$ cat config.mk
export PLATFORM = sky130hd
export DESIGN_NAME = midi_message_parser
export DESIGN_NICKNAME = d
export VERILOG_FILES = /design/src/hdl/mmp_pkg.sv /design/src/hdl/midi_message_parser.sv /design/src/hdl/mmp_ctrl.sv /design/src/hdl/mmp_datapath.sv
export SDC_FILE = /design/constraint.sdc
export NUM_CORES = 1
export LEC_CHECK = 0
export BUFFER_PORTS_ARGS = -buffer_cell sky130_fd_sc_hd__buf_2
export CAP_MARGIN = 20
export CORE_MARGIN = 5
export CORE_UTILIZATION = 35
export CTS_CLUSTER_DIAMETER = 50
export DETAILED_ROUTE_END_ITERATION = 8
export GPL_TIMING_DRIVEN = 0
export PLACE_DENSITY_LB_ADDON = 0.05
export SLEW_MARGIN = 20
export SYNTH_ARGS = -nofsm -noshare
export SYNTH_HDL_FRONTEND = slang
export SYNTH_SLANG_ARGS = --single-unit
$ cat constraint.sdc
create_clock -name clock -period 12.1 [get_ports clock]
set_input_delay 2.42 -clock clock [delete_from_list [all_inputs] [get_ports clock]]
set_output_delay 2.42 -clock clock [all_outputs]
set_load 0.01 [all_outputs]
$ cat src/hdl/mmp_pkg.sv
`default_nettype none

package mmp_pkg;

   localparam logic [7:0] BYTE_SYSEX_START = 8'hF0;
   localparam logic [7:0] BYTE_SYSEX_END   = 8'hF7;
   localparam logic [3:0] TYPE_PROGRAM     = 4'hC;
   localparam logic [3:0] TYPE_PRESSURE    = 4'hD;

   localparam logic REG_RECEIVE_ENABLED = 1'b0;

   typedef enum logic [1:0] {
      KIND_CHANNEL,
      KIND_SYSTEM,
      KIND_SYSEX,
      KIND_OVERFLOW
   } kind_type;

   typedef struct packed {
      logic [7:0] midi_byte;
      logic       packet_end;
   } req_payload_type;

   typedef struct packed {
      kind_type   kind;
      logic [7:0] status_byte;
      logic [7:0] first_data;
      logic [7:0] second_data;
      logic [7:0] sysex_data;
      logic       run_last;
   } rsp_payload_type;

   typedef enum logic [2:0] {
      ST_IDLE,
      ST_FIRST,
      ST_SECOND,
      ST_SYSEX,
      ST_READ,
      ST_SEND,
      ST_CLOSE
   } ctrl_state_type;

   typedef enum logic [2:0] {
      EMIT_NONE,
      EMIT_CHAN_NOW,
      EMIT_CHAN_FIRST,
      EMIT_CHAN_SECOND,
      EMIT_SYSTEM,
      EMIT_OVERFLOW,
      EMIT_SX_DATA,
      EMIT_SX_END
   } emit_type;

   typedef struct packed {
      logic     load_status;
      logic     load_first;
      logic     store_first;
      logic     store_byte;
      logic     set_ovf;
      logic     clear_sysex;
      logic     ptr_clear;
      logic     ptr_inc;
      logic     read_en;
      emit_type emit;
   } ctrl_cmd_type;

   typedef struct packed {
      logic packet_end;
      logic byte_is_start;
      logic byte_is_end;
      logic byte_is_system;
      logic byte_is_status;
      logic held_two_data;
      logic count_full;
      logic overflowed;
      logic last_entry;
      logic out_free;
   } ctrl_status_type;

endpackage

`default_nettype wire

$ cat src/hdl/midi_message_parser.sv
`default_nettype none

// MIDI message parser. Raw MIDI bytes come in on the req_ channel, each
// flagged when it ends its packet, and parsed messages leave on the rsp_
// channel. Channel messages, single system bytes and the overflow marker
// each give one result; a completed sysex run is released byte by byte from
// the internal store, with run_last on the closing 0xF7. An ordinary byte can
// be followed by the next in the following cycle as long as results are
// taken. The 0xF7 that closes a sysex run blocks the input while the run
// drains: each stored byte (0xF0 included) passes a read state and a send
// state, because the store has one registered read port, and a close state
// then sends the closing 0xF7. Receive is off after reset: register 0 bit 0
// must be set first, and while it is clear every byte is dropped and any
// partial message lost.

module midi_message_parser
   import mmp_pkg::*;
#(
   parameter int SYSEX_DEPTH = 63
)
(
   input  wire logic            clock,
   input  wire logic            reset,
   input  wire logic            req_valid,
   output logic                 req_ready,
   input  wire req_payload_type req_data,
   output logic                 rsp_valid,
   input  wire logic            rsp_ready,
   output rsp_payload_type      rsp_data,
   input  wire logic            psel,
   input  wire logic            penable,
   input  wire logic            pwrite,
   input  wire logic [2:0]      paddr,
   input  wire logic [31:0]     pwdata,
   output logic [31:0]          prdata,
   output logic                 pready
);

   logic            enabled_ff;
   logic            reg_hit;
   ctrl_cmd_type    cmd;
   ctrl_status_type status;

   assign pready  = 1'b1;
   assign reg_hit = (paddr[2] == REG_RECEIVE_ENABLED);

   always_ff @(posedge clock) begin
      if (reset) begin
         enabled_ff <= 1'b0;
      end else if (psel && penable && pwrite && reg_hit) begin
         enabled_ff <= pwdata[0];
      end
   end

   assign prdata = reg_hit ? {31'b0, enabled_ff} : '0;

   mmp_ctrl u_ctrl (
      .clock     (clock),
      .reset     (reset),
      .req_valid (req_valid),
      .req_ready (req_ready),
      .enabled   (enabled_ff),
      .status    (status),
      .cmd       (cmd)
   );

   mmp_datapath #(
      .SYSEX_DEPTH (SYSEX_DEPTH)
   ) u_datapath (
      .clock     (clock),
      .reset     (reset),
      .req_data  (req_data),
      .rsp_ready (rsp_ready),
      .rsp_valid (rsp_valid),
      .rsp_data  (rsp_data),
      .cmd       (cmd),
      .status    (status)
   );

endmodule

`default_nettype wire

$ cat src/hdl/mmp_ctrl.sv
`default_nettype none

module mmp_ctrl
   import mmp_pkg::*;
(
   input  wire logic            clock,
   input  wire logic            reset,
   input  wire logic            req_valid,
   output logic                 req_ready,
   input  wire logic            enabled,
   input  wire ctrl_status_type status,
   output ctrl_cmd_type         cmd
);

   ctrl_state_type state_ff;
   ctrl_state_type state_in;
   logic           in_parse;
   logic           accept;

   assign in_parse = (state_ff == ST_IDLE) || (state_ff == ST_FIRST) ||
                     (state_ff == ST_SECOND) || (state_ff == ST_SYSEX);
   assign req_ready = in_parse && status.out_free;
   assign accept    = req_valid && req_ready;

   always_ff @(posedge clock) begin
      if (reset) begin
         state_ff <= ST_IDLE;
      end else begin
         state_ff <= state_in;
      end
   end

   always_comb begin
      state_in = state_ff;
      if (accept && !enabled) begin
         state_in = ST_IDLE;
      end else begin
         case (state_ff)
            ST_IDLE: begin
               if (accept) begin
                  if (status.byte_is_start) begin
                     if (!status.packet_end) begin
                        state_in = ST_SYSEX;
                     end
                  end else if (!status.byte_is_system && status.byte_is_status &&
                               !status.packet_end) begin
                     state_in = ST_FIRST;
                  end
               end
            end
            ST_FIRST: begin
               if (accept) begin
                  if (!status.held_two_data || status.packet_end) begin
                     state_in = ST_IDLE;
                  end else begin
                     state_in = ST_SECOND;
                  end
               end
            end
            ST_SECOND: begin
               if (accept) begin
                  state_in = ST_IDLE;
               end
            end
            ST_SYSEX: begin
               if (accept) begin
                  if (status.byte_is_end) begin
                     state_in = status.overflowed ? ST_IDLE : ST_READ;
                  end else if (status.packet_end) begin
                     state_in = ST_IDLE;
                  end
               end
            end
            ST_READ: begin
               state_in = ST_SEND;
            end
            ST_SEND: begin
               if (status.out_free) begin
                  state_in = status.last_entry ? ST_CLOSE : ST_READ;
               end
            end
            ST_CLOSE: begin
               if (status.out_free) begin
                  state_in = ST_IDLE;
               end
            end
            default: begin
               state_in = ST_IDLE;
            end
         endcase
      end
   end

   always_comb begin
      cmd      = '0;
      cmd.emit = EMIT_NONE;
      if (accept && !enabled) begin
         cmd.clear_sysex = 1'b1;
      end else begin
         case (state_ff)
            ST_IDLE: begin
               if (accept) begin
                  if (status.byte_is_start) begin
                     cmd.store_first = !status.packet_end;
                  end else if (status.byte_is_system) begin
                     cmd.emit = EMIT_SYSTEM;
                  end else if (status.byte_is_status) begin
                     if (status.packet_end) begin
                        cmd.emit = EMIT_CHAN_NOW;
                     end else begin
                        cmd.load_status = 1'b1;
                     end
                  end
               end
            end
            ST_FIRST: begin
               if (accept) begin
                  if (!status.held_two_data || status.packet_end) begin
                     cmd.emit = EMIT_CHAN_FIRST;
                  end else begin
                     cmd.load_first = 1'b1;
                  end
               end
            end
            ST_SECOND: begin
               if (accept) begin
                  cmd.emit = EMIT_CHAN_SECOND;
               end
            end
            ST_SYSEX: begin
               if (accept) begin
                  if (status.byte_is_end) begin
                     if (status.overflowed) begin
                        cmd.emit        = EMIT_OVERFLOW;
                        cmd.clear_sysex = 1'b1;
                     end else begin
                        cmd.ptr_clear = 1'b1;
                     end
                  end else if (status.packet_end) begin
                     cmd.clear_sysex = 1'b1;
                  end else if (!status.count_full) begin
                     cmd.store_byte = 1'b1;
                  end else begin
                     cmd.set_ovf = 1'b1;
                  end
               end
            end
            ST_READ: begin
               cmd.read_en = 1'b1;
            end
            ST_SEND: begin
               if (status.out_free) begin
                  cmd.emit    = EMIT_SX_DATA;
                  cmd.ptr_inc = 1'b1;
               end
            end
            ST_CLOSE: begin
               if (status.out_free) begin
                  cmd.emit        = EMIT_SX_END;
                  cmd.clear_sysex = 1'b1;
               end
            end
            default: begin
               cmd.clear_sysex = 1'b1;
            end
         endcase
      end
   end

   // The store is only read while the input side is closed.
   assert property (@(posedge clock) disable iff (reset)
      (state_ff == ST_READ || state_ff == ST_SEND || state_ff == ST_CLOSE) |-> !req_ready)
      else $error("input accepted during sysex release");

   assert property (@(posedge clock) disable iff (reset)
      state_ff == ST_READ |=> state_ff == ST_SEND)
      else $error("store read not followed by send");

   assert property (@(posedge clock) disable iff (reset)
      (accept && !enabled) |=> state_ff == ST_IDLE)
      else $error("disabled transfer did not return parser to idle");

endmodule

`default_nettype wire

$ cat src/hdl/mmp_datapath.sv
`default_nettype none

module mmp_datapath
   import mmp_pkg::*;
#(
   parameter int SYSEX_DEPTH = 63
)
(
   input  wire logic            clock,
   input  wire logic            reset,
   input  wire req_payload_type req_data,
   input  wire logic            rsp_ready,
   output logic                 rsp_valid,
   output rsp_payload_type      rsp_data,
   input  wire ctrl_cmd_type    cmd,
   output ctrl_status_type      status
);

   localparam int AW = (SYSEX_DEPTH > 1) ? $clog2(SYSEX_DEPTH) : 1;
   localparam int CW = $clog2(SYSEX_DEPTH + 1);

   logic [7:0]      sysex_store_ff [SYSEX_DEPTH];
   logic [7:0]      rd_data_ff;
   logic [7:0]      held_status_ff;
   logic [7:0]      held_first_ff;
   logic [CW-1:0]   count_ff;
   logic            overflowed_ff;
   logic [AW-1:0]   ptr_ff;
   logic            rsp_valid_ff;
   rsp_payload_type rsp_data_ff;
   rsp_payload_type rsp_data_in;

   logic            wr_en;
   logic [AW-1:0]   wr_addr;
   logic [7:0]      wr_data;
   logic [7:0]      in_byte;
   logic [3:0]      held_type;

   assign in_byte   = req_data.midi_byte;
   assign held_type = held_status_ff[7:4];

   assign status.packet_end     = req_data.packet_end;
   assign status.byte_is_start  = (in_byte == BYTE_SYSEX_START);
   assign status.byte_is_end    = (in_byte == BYTE_SYSEX_END);
   assign status.byte_is_system = (in_byte > BYTE_SYSEX_START);
   assign status.byte_is_status = in_byte[7];
   assign status.held_two_data  = (held_type != TYPE_PROGRAM) &&
                                  (held_type != TYPE_PRESSURE);
   assign status.count_full     = (count_ff == CW'(SYSEX_DEPTH));
   assign status.overflowed     = overflowed_ff;
   assign status.last_entry     = (CW'(ptr_ff) + CW'(1)) == count_ff;
   assign status.out_free       = !rsp_valid_ff || rsp_ready;

   assign wr_en   = cmd.store_first || cmd.store_byte;
   assign wr_addr = cmd.store_first ? '0 : count_ff[AW-1:0];
   assign wr_data = cmd.store_first ? BYTE_SYSEX_START : in_byte;

   always_ff @(posedge clock) begin
      if (wr_en) begin
         sysex_store_ff[wr_addr] <= wr_data;
      end
      if (cmd.read_en) begin
         rd_data_ff <= sysex_store_ff[ptr_ff];
      end
   end

   always_ff @(posedge clock) begin
      if (cmd.load_status) begin
         held_status_ff <= in_byte;
      end
      if (cmd.load_first) begin
         held_first_ff <= in_byte;
      end
   end

   always_ff @(posedge clock) begin
      if (reset) begin
         count_ff      <= '0;
         overflowed_ff <= 1'b0;
         ptr_ff        <= '0;
      end else begin
         if (cmd.clear_sysex) begin
            count_ff      <= '0;
            overflowed_ff <= 1'b0;
         end else if (cmd.store_first) begin
            count_ff      <= CW'(1);
            overflowed_ff <= 1'b0;
         end else if (cmd.store_byte) begin
            count_ff <= count_ff + CW'(1);
         end else if (cmd.set_ovf) begin
            overflowed_ff <= 1'b1;
         end
         if (cmd.ptr_clear) begin
            ptr_ff <= '0;
         end else if (cmd.ptr_inc) begin
            ptr_ff <= ptr_ff + AW'(1);
         end
      end
   end

   always_comb begin
      rsp_data_in          = '0;
      rsp_data_in.kind     = KIND_CHANNEL;
      rsp_data_in.run_last = 1'b1;
      case (cmd.emit)
         EMIT_CHAN_NOW: begin
            rsp_data_in.status_byte = in_byte;
         end
         EMIT_CHAN_FIRST: begin
            rsp_data_in.status_byte = held_status_ff;
            rsp_data_in.first_data  = in_byte;
         end
         EMIT_CHAN_SECOND: begin
            rsp_data_in.status_byte = held_status_ff;
            rsp_data_in.first_data  = held_first_ff;
            rsp_data_in.second_data = in_byte;
         end
         EMIT_SYSTEM: begin
            rsp_data_in.kind        = KIND_SYSTEM;
            rsp_data_in.status_byte = in_byte;
         end
         EMIT_OVERFLOW: begin
            rsp_data_in.kind = KIND_OVERFLOW;
         end
         EMIT_SX_DATA: begin
            rsp_data_in.kind       = KIND_SYSEX;
            rsp_data_in.sysex_data = rd_data_ff;
            rsp_data_in.run_last   = 1'b0;
         end
         EMIT_SX_END: begin
            rsp_data_in.kind       = KIND_SYSEX;
            rsp_data_in.sysex_data = BYTE_SYSEX_END;
         end
         default: begin
            rsp_data_in.run_last = 1'b1;
         end
      endcase
   end

   // The output register is refilled in the same cycle its result transfers.
   always_ff @(posedge clock) begin
      if (reset) begin
         rsp_valid_ff <= 1'b0;
      end else if (cmd.emit != EMIT_NONE) begin
         rsp_valid_ff <= 1'b1;
      end else if (rsp_ready) begin
         rsp_valid_ff <= 1'b0;
      end
   end

   always_ff @(posedge clock) begin
      if (cmd.emit != EMIT_NONE) begin
         rsp_data_ff <= rsp_data_in;
      end
   end

   assign rsp_valid = rsp_valid_ff;
   assign rsp_data  = rsp_data_ff;

   assert property (@(posedge clock) disable iff (reset)
      count_ff <= CW'(SYSEX_DEPTH))
      else $error("sysex count beyond store depth");

   assert property (@(posedge clock) disable iff (reset)
      (cmd.emit != EMIT_NONE) |-> (!rsp_valid_ff || rsp_ready))
      else $error("result overwrites one not yet transferred");

   assert property (@(posedge clock) disable iff (reset)
      cmd.store_byte |-> (count_ff != '0) && !status.count_full)
      else $error("sysex byte stored outside an open run");

endmodule

`default_nettype wire

==> results.md <==
- The flow ran to the end, and the final reports show no timing, DRC or antenna violations.
- The post-synthesis instance total is 1301.
- Counting flops and latches in the post-synthesis netlist gives 581.
- Counting the fill cells in the layout gives 6075.
- Max-cap violations in this run came to 0.
- The number of clock buffers inserted by TritonCTS is 75.
- The post-CTS setup buffer count is 0.
- The area growth from synthesis to layout is 17.90%.
- The cell accounting for the most synthesized area is sky130_fd_sc_hd__edfxtp_1.
- After detailed routing, the average wire length per cell comes to 27.11 µm.
- The slowest stage of the critical path is the sky130_fd_sc_hd__clkbuf_1 cell.
- The number of buffers on the longest clock path is 3.
- Prior to clock tree synthesis, the placed netlist has a worst setup slack of 6273 ps.
- The initial core utilization is 35.13%.
- The number of optimization iterations in the first detailed-route pass is 5.
- The die extent in y is approximately 270 µm.
- CTS saw 581 sinks.
- Sequential cells burn a little over 50% of the power.
- The overflow left after global routing is 0.
- Dividing total power by cell area gives a power density of about 160 mW/mm².
- The final HPWL from detailed placement is 45330 µm.
- The post-synthesis share of cell area spent on and, or, nand and nor gates is under 10%.
- The first global-routing pass estimated between 90000 and 100000 µm of wire.
- The average instance area after synthesis is 18.04 µm².
- The final layout contains routed wiring with a total length of 65520 µm.
- The count of buffers added on input and output ports is 55.
- The overall die area is 0.07233 mm².
- IR analysis of the VDD net gives a maximum drop of approximately 0.00012 V.
- The power spent charging and discharging nets is 925.9 µW.
- The clock latency on the worst-skew pair is about 600 ps.
- The final-layout setup total negative slack is 0 ps.
- The dominant combinational cell family by area after synthesis is multiplexers.
- For this run, the total global-route usage over all layers was measured as 18.12%.
- The layer flagged by global routing as most heavily used is met2.
- The leakage power is about 8.7 nW.
- Ranked by total cell area, the synthesized netlist is headed by sky130_fd_sc_hd__edfxtp_1 (72%), sky130_fd_sc_hd__mux4_2 (11%), sky130_fd_sc_hd__dfxtp_1 (1.5%).
- STA classifies the critical path startpoint as an input port.
- For this run, the top clock speed supported by timing is 0.1764 GHz.
- The clock tree synthesis step divided the H-tree into 3 levels.
- The placement row count is 95.
- After detailed routing, the number of remaining DRC violations is 0.
- The global placer's final weighted congestion is 0.9101.
- The maximum number of pins on one net before global-route repair is 64.
- The dominant cell type by count on the critical path is sky130_fd_sc_hd__buf_2.
- The number of vias per cell is roughly 5.3.
- The portion of total power attributed to the clock network is ~48%.
- The total power consumption of the routed design is 4.402 mW.
- The post-route core utilization is around 41%.
- Of the available clock period, the critical path in the final layout requires 46.86%.
- Gates resized during post-CTS repair numbered 0.
- The via count is 12.71k.
- The combinational fraction of design power is 2.0%.
- The synthesized netlist devotes 4.809% of its cell area to compound gates.
- The count of yosys warnings during synthesis is 0.
- The worst-case headroom to the max-slew limit is 25.61%.
- The root cell of the clock tree is sky130_fd_sc_hd__clkbuf_16.
- The library cell used most frequently in the layout, excluding fill and tap cells, is sky130_fd_sc_hd__edfxtp_1.
- Data on the critical path arrives at its endpoint at about 3300 ps.
- Setup repair after global routing left no endpoint under its margin.
- The number of antenna violations at the first check in global routing is 1.
- The sequential area share after synthesis is 73.58%.
- For the pin with the worst max-slew slack, the measured transition is 1116 ps.
- Summing every instance area after synthesis gives between 0.02 and 0.025 mm².
- The critical path goes through buf_2 > nor2b_1 > clkbuf_1 > nor2_1 > buf_2.
- The fraction of the mapped netlist area in adder cells is 0.1066%.
- The met2 track demand over resource is 28.94%.
- The largest stage delay on the critical path is 350 ps.
- The number of hold-repair buffers added at the cts stage is 0.
- The finished cells cover roughly 0.028 mm².
- The maximum fanout count along the critical path is 9.
- After synthesis, the share of cell area in mux cells is between 10% and 20%.
- The clock arrives with 20.97 ps of skew.
- The combined area of the multi-input logic cells is between 0.005 and 0.006 mm².
- The number of enable flip-flop cells after synthesis is 563.
- In the layout the commonest cells are sky130_fd_sc_hd__edfxtp_1 (563), sky130_fd_sc_hd__mux4_2 (118), sky130_fd_sc_hd__buf_2 (93), sky130_fd_sc_hd__nor2_1 (80), sky130_fd_sc_hd__clkbuf_16 (76).
- The final-report max-slew violation count is 0.
- The number of antenna-violating nets in the routed design is 0.
- In the final design database the tool counted 1539 nets.
- The clock transition at the registers of the reported paths is 60 ps.
- TritonCTS built the clock tree.
- For this run, global-route usage on met1 was measured as 24.84%.
- Summing the areas of all xor and xnor instances in the mapped netlist gives less than 1% of the synthesized area.
- The post-synthesis async set-or-reset flop share is 0%.
- Yosys mapped the design onto 64 distinct sky130hd cell types.
- Setup violations remaining at the end of the flow were counted as 0.
- The worst setup path is of the input port to output pin kind.
- The placed instance area is 0.02530 mm².
- The sequential cells in the finished layout cover a total of 0.01727 mm².
- The switching power share of the total is 21.04%.
- The routed design could run at a clock period as short as ~5700 ps.
- 0 antenna diodes ended up in the layout.
- The violation count after the first detailed-routing iteration is 1000.
- The share of final-layout standard cells stronger than drive strength 1 is 25.97%.
- The kind of end point of the critical path is an output pin.
- The most used flip-flop cell after synthesis is sky130_fd_sc_hd__edfxtp_1.
- The top cell type by area accounts for ~72% of the synthesized area.
- The internal power is 3.476 mW.
- The setup slack of the critical path after layout is 6430 ps.
- The via count of the first global-routing pass is approximately 13k.
- The horizontal die dimension is 268.9 µm.
- The total I/O pin count is 121.
- The tightest min-delay check is of the flop to flop type.
- In the global route stage, met3 resource usage came out at 4.343%.
- The final-report hold violation count is 0.
- The total area inside the core boundary comes to about 0.067 mm².
- The data required time of the critical path is 9680 ps.
-- worst max-delay path, delay by kind of cell --
| family | cells | cell delay (ps) |
|---|---|---|
| buf+inv | 3 | 610 |
| simple gates | 2 | 220 |
-- final cells by class --
type	count	share of cell area [%]
plain buffers	116	2.234
clock buffers	93	7.141
clock inverters	42	1.379
inverters	8	0.1085
multi-input cells	626	20.97
flip-flops and latches	581	62.41
well taps	873	3.948
repair buffers	78	1.809
-- registers in the layout, indices dropped and copies added, names as in the netlist, 3 cells and up --
register	count
u_datapath.held_status_ff	8
u_datapath.rd_data_ff	8
u_datapath.rsp_data	35
u_ctrl.state_ff	3
u_datapath.ptr_ff	6
u_datapath.held_first_ff	8
u_datapath.sysex_store_ff	504
u_datapath.count_ff	6
-- kinds of logic after synthesis --
group | count (synthesis)
AOI/OAI and AO/OA | 163
adders and majority gates | 2
other | 2
xor gates and xnor gates | 17
muxes | 139
DFF | 581
buffers and inverters | 124
and+or+nand+nor | 273
-- cell usage after synthesis, types with 3 or more instances --
cell type and instances:
sky130_fd_sc_hd__o22ai_1 7, sky130_fd_sc_hd__inv_1 8, sky130_fd_sc_hd__buf_4 32, sky130_fd_sc_hd__a21o_1 8, sky130_fd_sc_hd__and2_0 3, sky130_fd_sc_hd__dfxtp_1 18
sky130_fd_sc_hd__nand2b_1 7, sky130_fd_sc_hd__xor2_1 5, sky130_fd_sc_hd__mux2i_1 18, sky130_fd_sc_hd__mux2_2 3, sky130_fd_sc_hd__xnor2_1 12, sky130_fd_sc_hd__nand4_1 7
sky130_fd_sc_hd__and3_1 12, sky130_fd_sc_hd__or4_1 5, sky130_fd_sc_hd__o2111ai_1 3, sky130_fd_sc_hd__nor2b_1 15, sky130_fd_sc_hd__buf_2 23, sky130_fd_sc_hd__nand2_1 38
sky130_fd_sc_hd__buf_1 17, sky130_fd_sc_hd__a211oi_1 12, sky130_fd_sc_hd__nor3_1 17, sky130_fd_sc_hd__or3_1 9, sky130_fd_sc_hd__o211ai_1 7, sky130_fd_sc_hd__o2bb2ai_1 9
sky130_fd_sc_hd__a22oi_1 17, sky130_fd_sc_hd__a41oi_1 3, sky130_fd_sc_hd__nor3b_1 3, sky130_fd_sc_hd__nor2_1 80, sky130_fd_sc_hd__o221ai_1 9, sky130_fd_sc_hd__nor4_1 14
sky130_fd_sc_hd__edfxtp_1 563, sky130_fd_sc_hd__a31oi_1 4, sky130_fd_sc_hd__nand3_1 34, sky130_fd_sc_hd__a221oi_1 4, sky130_fd_sc_hd__and2_1 11, sky130_fd_sc_hd__mux4_2 118
sky130_fd_sc_hd__o21ai_0 24, sky130_fd_sc_hd__nand3b_1 5, sky130_fd_sc_hd__a21oi_1 34, sky130_fd_sc_hd__a211o_1 10, sky130_fd_sc_hd__clkbuf_1 43
-- per-layer routing --
metal	share of wire, %	routed length, µm
met3	5.4	3529
met4	2.9	1912
met2	47	31010
met5	0.020	13
met1	44	29050
-- power by group through the flow --
stage / clock [mW] / combinational, mW / sequential, mW
global route: 2.24 / 0.0971 / 2.21
floorplan: 0 / 0.0429 / 2.26
finish: 2.10 / 0.0881 / 2.21
CTS: 2.16 / 0.0896 / 2.21
detailed placement: 0 / 0.0895 / 2.25
global placement: 0 / 0.0806 / 2.26
-- worst paths after layout --
kind                                                    from                        to  slack [ps]  cells after the start
worst max register to register          u_datapath.ptr_ff[2]  u_datapath.rd_data_ff[3]        8310                      8
worst max-delay path                               rsp_ready                 req_ready        6430                      5
worst min register to register  u_datapath.held_status_ff[4]   u_datapath.rsp_data[29]         530                      1
worst min-delay path            u_datapath.held_status_ff[4]   u_datapath.rsp_data[29]         530                      1
-- stage by stage --
| stage | hold slack (ps) | cells |
|---|---|---|
| 2_1_floorplan | 495.1 | 1331 |
| 5_1_grt | 551.0 | 2417 |
| 3_5_place_dp | 515.9 | 2282 |
| 4_1_cts | 532.6 | 2417 |
| 3_3_place_gp | 519.9 | 2259 |
| 6_report | 528.6 | 2417 |
No activity file was read; power rests on OpenSTA's default activity.
